`config.mk`:
```
export PLATFORM = sky130hd
export DESIGN_NAME = lfu_counter_replacement_unit
export DESIGN_NICKNAME = d
export VERILOG_FILES = /design/src/hdl/lfucr_pkg.sv /design/src/hdl/lfucr_victim_sel.sv /design/src/hdl/lfu_counter_replacement_unit.sv
export SDC_FILE = /design/constraint.sdc
export NUM_CORES = 2
export LEC_CHECK = 0
export BUFFER_PORTS_ARGS = -buffer_cell sky130_fd_sc_hd__buf_2
export CELL_PAD_IN_SITES_DETAIL_PLACEMENT = 1
export CELL_PAD_IN_SITES_GLOBAL_PLACEMENT = 2
export CORE_UTILIZATION = 47
export CTS_CLUSTER_SIZE = 28
export DETAILED_ROUTE_END_ITERATION = 10
export PLACE_DENSITY = 0.72
export RECOVER_POWER = 100
export SLEW_MARGIN = 20
export SYNTH_ARGS = -nofsm -noshare
export SYNTH_HDL_FRONTEND = slang
export SYNTH_HIERARCHICAL = 1
export SYNTH_SLANG_ARGS = --single-unit
```
`constraint.sdc`:
```
create_clock -name clock -period 5.6 [get_ports clock]
set_input_delay 0.28 -clock clock [delete_from_list [all_inputs] [get_ports clock]]
set_output_delay 0.28 -clock clock [all_outputs]
set_load 0.01 [all_outputs]
```
`src/hdl/lfucr_pkg.sv`:
```
`timescale 1ns / 1ps
// ----------------------------------------------------------------------------
// lfucr_pkg
// Shared sizes and types of the LFU counter replacement unit.
// ----------------------------------------------------------------------------
package lfucr_pkg;

   localparam int WAYS       = 4;
   localparam int SETS       = 64;
   localparam int COUNT_BITS = 16;

   localparam int WAY_BITS      = (WAYS > 1) ? $clog2(WAYS) : 1;
   localparam int SET_ADDR_BITS = (SETS > 1) ? $clog2(SETS) : 1;

   // item field widths
   localparam int SET_IDX_BITS = 6;
   localparam int WAY_IDX_BITS = 2;
   localparam int VICTIM_BITS  = 2;

   localparam logic [COUNT_BITS-1:0] COUNT_MAX = '1;

   // one memory row holds every way's counter of a set
   typedef logic [WAYS-1:0][COUNT_BITS-1:0] count_row_type;

   localparam int ROW_BITS = WAYS * COUNT_BITS;

endpackage

```
`src/hdl/lfucr_victim_sel.sv`:
```
`timescale 1ns / 1ps
// ----------------------------------------------------------------------------
// lfucr_victim_sel
// Picks the way to evict from one set's counters: first zero counter from
// way 1 upward, else the smallest count with the lowest way winning ties.
// ----------------------------------------------------------------------------
module lfucr_victim_sel (
   input  lfucr_pkg::count_row_type               row,
   output logic [lfucr_pkg::VICTIM_BITS-1:0]       victim_way
);
   import lfucr_pkg::*;

   logic [COUNT_BITS-1:0] lowest;
   logic [WAY_BITS-1:0]   chosen;
   logic                  found;
   logic [31:0]           chosen_ext;

   always_comb begin
      lowest = row[0];
      chosen = '0;
      found  = 1'b0;
      for (int w = 1; w < WAYS; w++) begin
         if (!found) begin
            if (row[w] == '0) begin
               chosen = WAY_BITS'(w);
               found  = 1'b1;
            end else if (row[w] < lowest) begin
               lowest = row[w];
               chosen = WAY_BITS'(w);
            end
         end
      end
   end

   // field is narrower than the way index when there are many ways
   assign chosen_ext = 32'(chosen);
   assign victim_way = chosen_ext[VICTIM_BITS-1:0];

endmodule

```
`src/hdl/lfu_counter_replacement_unit.sv`:
```
`timescale 1ns / 1ps
// ----------------------------------------------------------------------------
// lfu_counter_replacement_unit
// LFU replacement policy: per-way saturating use counters, victim query.
// ----------------------------------------------------------------------------
// The counters of each set live in one row of a single-port-style memory
// (one row per set, all ways side by side). After reset the unit sweeps the
// memory once to zero every counter, one row per cycle; req_tready stays low
// during the sweep. For each item the row is read into a register on the
// accepting edge; in execution the unit computes the update or the victim
// and, once the result register is free, writes the row back (for an update
// with a valid set and way) and loads the result register. As the counter
// memory is read, then written, a new item is accepted only after the last
// has left execution. A held result still lets one more item in; that item
// waits in execution, with req_tready low, until the result register is free.
// ----------------------------------------------------------------------------
module lfu_counter_replacement_unit (
   input  logic        clock,
   input  logic        reset,
   // req_tdata: set[5:0], way_index[7:6], line_valid[8], zero fill
   input  logic [15:0] req_tdata,
   // req_tuser: mode[0] (0 = update, 1 = victim query)
   input  logic [0:0]  req_tuser,
   input  logic        req_tvalid,
   output logic        req_tready,
   // rsp_tdata: victim_way[1:0], zero fill
   output logic [7:0]  rsp_tdata,
   // rsp_tuser: victim_present[0]
   output logic [0:0]  rsp_tuser,
   output logic        rsp_tvalid,
   input  logic        rsp_tready
);
   import lfucr_pkg::*;

   typedef enum logic [2:0] {
      ST_CLEAR = 3'b001,
      ST_IDLE  = 3'b010,
      ST_EXEC  = 3'b100
   } state_type;

   state_type state_ff, state_in;

   logic [SET_ADDR_BITS-1:0] clr_addr_ff, clr_addr_in;

   // item held while it executes
   logic                     mode_ff, mode_in;
   logic                     set_ok_ff, set_ok_in;
   logic                     way_ok_ff, way_ok_in;
   logic [WAY_BITS-1:0]      way_ff, way_in;
   logic                     line_valid_ff, line_valid_in;
   logic [SET_ADDR_BITS-1:0] addr_ff, addr_in;

   logic                     rsp_valid_ff, rsp_valid_in;
   logic [VICTIM_BITS-1:0]   rsp_way_ff, rsp_way_in;
   logic                     rsp_present_ff, rsp_present_in;

   // counter memory
   logic [ROW_BITS-1:0]      mem [SETS];
   logic [ROW_BITS-1:0]      rd_data_ff;
   logic                     mem_re;
   logic [SET_ADDR_BITS-1:0] rd_addr;
   logic                     mem_we;
   logic [SET_ADDR_BITS-1:0] wr_addr;
   logic [ROW_BITS-1:0]      wr_data;

   logic [SET_IDX_BITS-1:0]  req_set;
   logic [WAY_IDX_BITS-1:0]  req_way;
   logic [31:0]              req_set_ext;
   logic [31:0]              req_way_ext;
   logic                     req_accept;
   logic                     out_free;
   logic                     clr_last;

   count_row_type            cur_row;
   count_row_type            new_row;
   logic [VICTIM_BITS-1:0]   pick_way;

   assign req_set     = req_tdata[5:0];
   assign req_way     = req_tdata[7:6];
   assign req_set_ext = 32'(req_set);
   assign req_way_ext = 32'(req_way);

   assign req_tready = (state_ff == ST_IDLE);
   assign req_accept = req_tvalid && req_tready;
   assign out_free   = !rsp_valid_ff || rsp_tready;
   assign clr_last   = (32'(clr_addr_ff) == SETS - 1);

   assign cur_row = count_row_type'(rd_data_ff);

   lfucr_victim_sel u_victim_sel (
      .row        (cur_row),
      .victim_way (pick_way)
   );

   always_comb begin
      new_row = cur_row;
      if (line_valid_ff) begin
         if (cur_row[way_ff] != COUNT_MAX) begin
            new_row[way_ff] = cur_row[way_ff] + 1'b1;
         end
      end else begin
         new_row[way_ff] = '0;
      end
   end

   always_comb begin
      state_in       = state_ff;
      clr_addr_in    = clr_addr_ff;
      mode_in        = mode_ff;
      set_ok_in      = set_ok_ff;
      way_ok_in      = way_ok_ff;
      way_in         = way_ff;
      line_valid_in  = line_valid_ff;
      addr_in        = addr_ff;
      rsp_valid_in   = rsp_valid_ff && !rsp_tready;
      rsp_way_in     = rsp_way_ff;
      rsp_present_in = rsp_present_ff;
      mem_re         = 1'b0;
      rd_addr        = req_set_ext[SET_ADDR_BITS-1:0];
      mem_we         = 1'b0;
      wr_addr        = addr_ff;
      wr_data        = ROW_BITS'(new_row);

      unique case (state_ff)
         ST_CLEAR: begin
            mem_we      = 1'b1;
            wr_addr     = clr_addr_ff;
            wr_data     = '0;
            clr_addr_in = clr_addr_ff + 1'b1;
            if (clr_last) begin
               state_in = ST_IDLE;
            end
         end
         ST_IDLE: begin
            if (req_accept) begin
               mem_re        = 1'b1;
               mode_in       = req_tuser[0];
               set_ok_in     = (req_set_ext < SETS);
               way_ok_in     = (req_way_ext < WAYS);
               way_in        = req_way_ext[WAY_BITS-1:0];
               line_valid_in = req_tdata[8];
               addr_in       = req_set_ext[SET_ADDR_BITS-1:0];
               state_in      = ST_EXEC;
            end
         end
         ST_EXEC: begin
            if (out_free) begin
               rsp_valid_in   = 1'b1;
               rsp_present_in = mode_ff;
               rsp_way_in     = (mode_ff && set_ok_ff) ? pick_way : '0;
               mem_we         = !mode_ff && set_ok_ff && way_ok_ff;
               state_in       = ST_IDLE;
            end
         end
         default: begin
            state_in = ST_CLEAR;
         end
      endcase
   end

   always_ff @(posedge clock) begin
      if (reset) begin
         state_ff     <= ST_CLEAR;
         clr_addr_ff  <= '0;
         rsp_valid_ff <= 1'b0;
      end else begin
         state_ff     <= state_in;
         clr_addr_ff  <= clr_addr_in;
         rsp_valid_ff <= rsp_valid_in;
      end
   end

   always_ff @(posedge clock) begin
      mode_ff        <= mode_in;
      set_ok_ff      <= set_ok_in;
      way_ok_ff      <= way_ok_in;
      way_ff         <= way_in;
      line_valid_ff  <= line_valid_in;
      addr_ff        <= addr_in;
      rsp_way_ff     <= rsp_way_in;
      rsp_present_ff <= rsp_present_in;
   end

   always_ff @(posedge clock) begin
      if (mem_we) begin
         mem[wr_addr] <= wr_data;
      end
   end

   always_ff @(posedge clock) begin
      if (mem_re) begin
         rd_data_ff <= mem[rd_addr];
      end
   end

   assign rsp_tvalid = rsp_valid_ff;
   assign rsp_tdata  = {{(8 - VICTIM_BITS){1'b0}}, rsp_way_ff};
   assign rsp_tuser  = rsp_present_ff;

   // ------------------------------------------------------------------------
   // assertions
   // ------------------------------------------------------------------------
   a_update_way_zero: assert property (@(posedge clock) disable iff (reset)
      rsp_tvalid && !rsp_tuser[0] |-> rsp_tdata[1:0] == '0)
      else $error("update item result carries a nonzero victim way");

   a_no_write_idle: assert property (@(posedge clock) disable iff (reset)
      state_ff == ST_IDLE |-> !mem_we)
      else $error("counter memory written with no item in flight");

   a_accept_to_exec: assert property (@(posedge clock) disable iff (reset)
      req_accept |=> state_ff == ST_EXEC)
      else $error("accepted item did not enter execution");

   a_rsp_from_exec: assert property (@(posedge clock) disable iff (reset)
      $rose(rsp_tvalid) |-> $past(state_ff == ST_EXEC))
      else $error("result appeared without an executing item");

   a_no_rsp_clear: assert property (@(posedge clock) disable iff (reset)
      state_ff == ST_CLEAR |-> !rsp_tvalid && !req_tready)
      else $error("traffic during the counter clearing sweep");

   a_exec_read_stable: assert property (@(posedge clock) disable iff (reset)
      state_ff == ST_EXEC && $past(state_ff == ST_EXEC) |-> $stable(rd_data_ff))
      else $error("row data changed while its item was stalled");

endmodule
```
Word-level counts from Yosys, hierarchy flattened. Memories as Yosys holds them, arrays and structs flattened. A register that Yosys moved wholly into a read port is not among the register bits. Cells that the tools add are included.

Flip-flop bits (word level): 25. Output and inout bits: 11. RAM bits: 4096. Word-level logic and storage cells: 84. Memories: 1. Input bits: 21.

Equality and inequality tests: 8. Add/sub/neg operators: 2. Multiplexer cells: 37. Reduce and logical (&&, ||, !) cells: 16. Bitwise operators: 2. $lt $le $gt $ge: 7.

Memories: mem (depth 64, bits a word 64, read ports 1, clocked after Yosys merged registers in 1, wr ports 1, line lfu_counter_replacement_unit.sv:58) `logic [ROW_BITS-1:0] mem [SETS];`.

Operators by type and width (number): $mux W64 (3); $mux W16 (7); $and A64 B64 Y64 (1); $bwmux W64 (1); $not A64 Y64 (1); $logic_not A16 Y1 (3); $lt A16 B16 Y1 (3); $bmux W16 S2 (1); $demux W16 S2 (1); $add A16 B1 Y16 const B (1); $ne A16 B16 Y1 const B (1); $mux W2 (7); $mux W1 (11); $mux W3 (3); $pmux W3 S3 (1); $lt A6 B7 Y1 const B (1); $add A6 B1 Y6 const B (1); $eq A6 B6 Y1 const B (1); $logic_and A1 B1 Y1 (6); $lt A2 B3 Y1 const B (2); $mux W6 (1); $ne A2 B2 Y1 const B (2); $reduce_and A2 Y1 (2); $eq A3 B1 Y1 const B (1); other kinds (8) (10).

Depth between registers and ports, before layout.
Depth after elaboration: 11. Depth in mapped cells: 27. Depth with buffers taken out: 24.

Hierarchy. Netlist, hierarchy kept.

By module, submodules not included: lfu_counter_replacement_unit (seq. area each 125510.4 sq um, cells an instance 6222, instances 1, area each 159366.6 sq um); lfucr_victim_sel (seq. area each 0.0 sq um, cells an instance 220, instances 1, area each 1695.4 sq um).

Least setup slack after synthesis. Ideal clock, no wire load.

Path type: reg-to-reg. Start point: reg way_ff[0]. End point: mem mem[0][0] in the netlist's numbering, data pin. Cell stages (with the launch flop): 11. Data arrival time: 5.055 ns. Period minus slack after synthesis: 5.776 ns. Slack: -0.176 ns. Required time: 4.879 ns. Path buffers: 3. Library setup time: 0.721 ns. Cell sequence: edfxtp_1 buf_4 buf_4 mux4_2 ha_1 and4_1 and2_1 buf_2 a21oi_4 nor2_1 a211oi_1.

Cells in the longest elaborated chain, start to end: 8. Elaborated cells on any way between the ends: 15. Classes of those cells: 1 x add/sub; 2 x order compare; 1 x eq/ne; 8 x mux; 2 x bitwise; 1 x reduce/logical.

Ends and longest elaborated chain: start: declaration (line lfu_counter_replacement_unit.sv:49) `logic [WAY_BITS-1:0] way_ff, way_in;`; start signal: assignment (line lfu_counter_replacement_unit.sv:177) `way_ff <= way_in;`; branches (longest 6 deep; another with $add A16 B1 Y16); $mux W64 (*) (line lfu_counter_replacement_unit.sv:97) `if (line_valid_ff) begin`; $mux W64 (*) (line lfu_counter_replacement_unit.sv:124) `unique case (state_ff)`; net wr_data[0] (line lfu_counter_replacement_unit.sv:64) `logic [ROW_BITS-1:0] wr_data;`; end: declaration (line lfu_counter_replacement_unit.sv:58).

Mark *: on every way through the listed nets, which the timed path passes. The select of a mux whose other input is x is not followed.

==> impl_metrics.toml <==
[floorplan]
coreArea_mm2 = 0.340
io_pins = 32
initial_core_util_pct = 47.3
rows = 214
die_height_um = 587
dieArea_mm2 = 0.345
dieWidth_um = 587

[finish]
mostFrequentLayoutCell = "edfxtp_1"
finalNetCount = 7030
fin_cells = 11846
fin_util_pct = 53.8
drive_gt1_share_pct = 33.9
final_area_mm2 = 0.183
fillers = 28271
area_growth_pct = 13.7
most-common-layout-cells = "4173 x edfxtp_1, 1360 x mux4_2, 423 x clkbuf_16"

[timing]
slew_violations = 3236
setup_violations = 23
period_share_pct = 106
rsz0062_at_grt = "true"
setup_slack_ns = -0.326
hold_ws_ns = 0.174
worstMarginPinSlew_ns = 5.72
fin_skew_ns = 0.0584
tns_ns = -4.22
finalHoldViolCount = 0
fin_crit_ns = 5.93
slew_headroom_pct = -281
clock.fmax_mhz = 169

[synthesis]
yosysWarnings = 6
synth_edf_count = 4173
ys.flop_type = "edfxtp_1"
ys_seq_elements = 4183
avgSynthCellArea_um2 = 25.0
syn-instance-count = 6442
synth-seq-area-share_pct = 77.9
async_reset_ff_share_pct = 0
yosysUniqueCellTypes = 50
syn-cell-area_mm2 = 0.161

[pwr]
p_leak_nw = 56.6
p_total_mw = 67.6
p_int_mw = 52.6
switching_share_pct = 22.1
combPwrFrac_pct = 6.2
clock_power_share_pct = 41.3
switchingPower_mw = 14.9
powerDensity_mw_per_mm2 = 369
seq_power_share_pct = 52.6
vdd_ir_drop_max_v = 0.000318

[critical_path]
r2r_setup_slack_ns = 0
worstPathArrival_ns = 6.59
r2r-start = "state_ff[1]"
crit_path_max_fanout = 63
path_class = "in2reg"
cp-end-kind = "flop"
worst_ep_required_time_ns = 6.26
critPathSlowestCell = "dlymetal6s4s_1"
r2r_end = "mem[37][45]"
crit_path_cell_trace = "dlymetal6s4s_1 -> buf_4 -> mux4_2 -> mux4_2"
cp_slowest_stage_delay_ns = 4.06
cp_common_cell = "mux4_2"
rr_worst_depth = 7
cp-start-kind = "primary input"

[global_route]
grt_overflow_total = 0
antenna_found_initial = 25
grt_max_degree = 76
grt_pass1_vias = 79390
grt_usage_pct = 27.5
grt_pass1_wl_um = 651000

[detailed_routing]
via_per_inst = 6.58
drcViolationCount = 0
top_layer_used = "met5"
drtAntennaViolNets = 0
wl_met3_um = 46300
drt_iter0_markers = 11034
dr.pass1.iters = 6
wl_met1_um = 182000
routedWlPerCell_um = 40.1
route.met2.wl_um = 228000
finalWirelength_um = 475000
vias = 77965

[clocking]
ctsHtreeMaxLevel = 5
tritoncts = "built"
clockRootBuffer = "clkbuf_16"
cts_buffers = 420
clockBufferDepth = 4
clock-sinks = 4183
clk_latency_ns = 0.99
path_clk_slew_ns = 0.07

[worst_hold_path]
holdPathStages = 3
min_path_type = "in2reg"
hold_path_startpoint = "reset"
holdPathEnd = "clr_addr_ff[1]"

[outcome]
outcome = "finished with violations"
violations = "capacitance limit, slew limit, setup timing"

[job]
maxCapViolCount = 97

[place]
placed_cell_area_mm2 = 0.171
dp_hpwl_um = 247000
place_ws_ns = -0.693
io_buffers = 18
dp_cells = 11049
gp_congestion = 0.888
==> state kept, by name, indices dropped and copies added (netlist names) <==
name and cells:
addr_ff 6, clr_addr_ff 6, cur_row 64, line_valid_ff 1, mem 4096, mode_ff 1, rsp_tuser 1, rsp_tvalid 1
rsp_way_ff 2, state_ff 3, way_ff 2
==> critical path, delay by kind of cell <==
family / cells / cell delay (ns)
buffers and inverters: 2 / 5.06
muxes: 2 / 1.09
==> cell usage after synthesis (11+ instances only) <==
master	number	area share, %
o31ai_1	19	0.089
mux4_2	1360	19
nand4_1	14	0.054
ha_1	47	0.37
xor2_1	11	0.060
buf_1	60	0.14
a21oi_1	23	0.071
mux2i_1	19	0.12
o21ai_0	49	0.15
a22oi_1	32	0.15
clkbuf_1	201	0.47
nand3_1	44	0.14
buf_2	62	0.19
nor4_1	14	0.054
edfxtp_1	4173	78
inv_1	20	0.047
nor2_1	125	0.29
nand2_1	50	0.12
==> power by group through the flow <==
stage          Clock (mW)  Combinational, mW  Sequential [mW]
4_1_cts              28.2               4.29             35.5
2_1_floorplan           0               2.39             36.2
6_report             27.9               4.17             35.5
5_1_grt              29.3               4.31             35.6
3_3_place_gp            0               4.19             36.1
3_5_place_dp            0               4.28             36.1
==> cell type report <==
cell class	instances	area [um2]	share of cell area, %
sequential	4183	126000	68.5
multi-input combinational	1906	35000	19.1
clock buffer	495	10900	5.93
tap	4536	5680	3.10
timing repair buffer	431	3340	1.82
clock inverter	273	2620	1.43
inverter	20	75.1	0.0410
antenna	2	5.00	0.00273
==> layer usage <==
layer  up-vias  GRT usage [%]
met5         -              0
met4        16           9.50
met3       940           4.64
met2      4543           44.1
met1     43171           38.6
li1      29295              -
==> timing repair <==
item / 4_1_cts / 5_1_grt
gates resized for setup: 42 / 47
gates cloned: 1 / 1
endpoints found under the setup margin: 2 / 2
setup buffers: 11 / 4
hold endpoints to repair: 44 / 0
pin swaps: 13 / 21
hold buffers: 10 / 0
==> worst max-delay path by stage <==
| stage | startpoint | end | slack (ns) | cells past startpoint |
|---|---|---|---|---|
| floorplan | way_ff[0] | mem[0][58] | -0.12 | 10 |
| global placement | cur_row[31] | rsp_way_ff[0] | -0.61 | 26 |
| detailed placement | cur_row[30] | rsp_way_ff[0] | -0.69 | 26 |
| CTS | cur_row[31] | rsp_way_ff[1] | 0.02 | 25 |
| global route | cur_row[13] | rsp_way_ff[0] | -0.29 | 28 |
| finish | req_tdata[4] | cur_row[21] | -0.33 | 4 |
==> logic make-up after synthesis <==
group,Yosys count,share of synthesized area (%)
XOR/XNOR,20,0.109
buffers and inverters,358,0.931
AO/OA/AOI/OAI,162,0.678
adder cells (fa/ha/maj),47,0.365
AND/OR/NAND/NOR,292,0.852
flip-flops,4183,77.9
other,1,0.00233
multiplexers,1379,19.1
(Power assumes the default switching activity.)
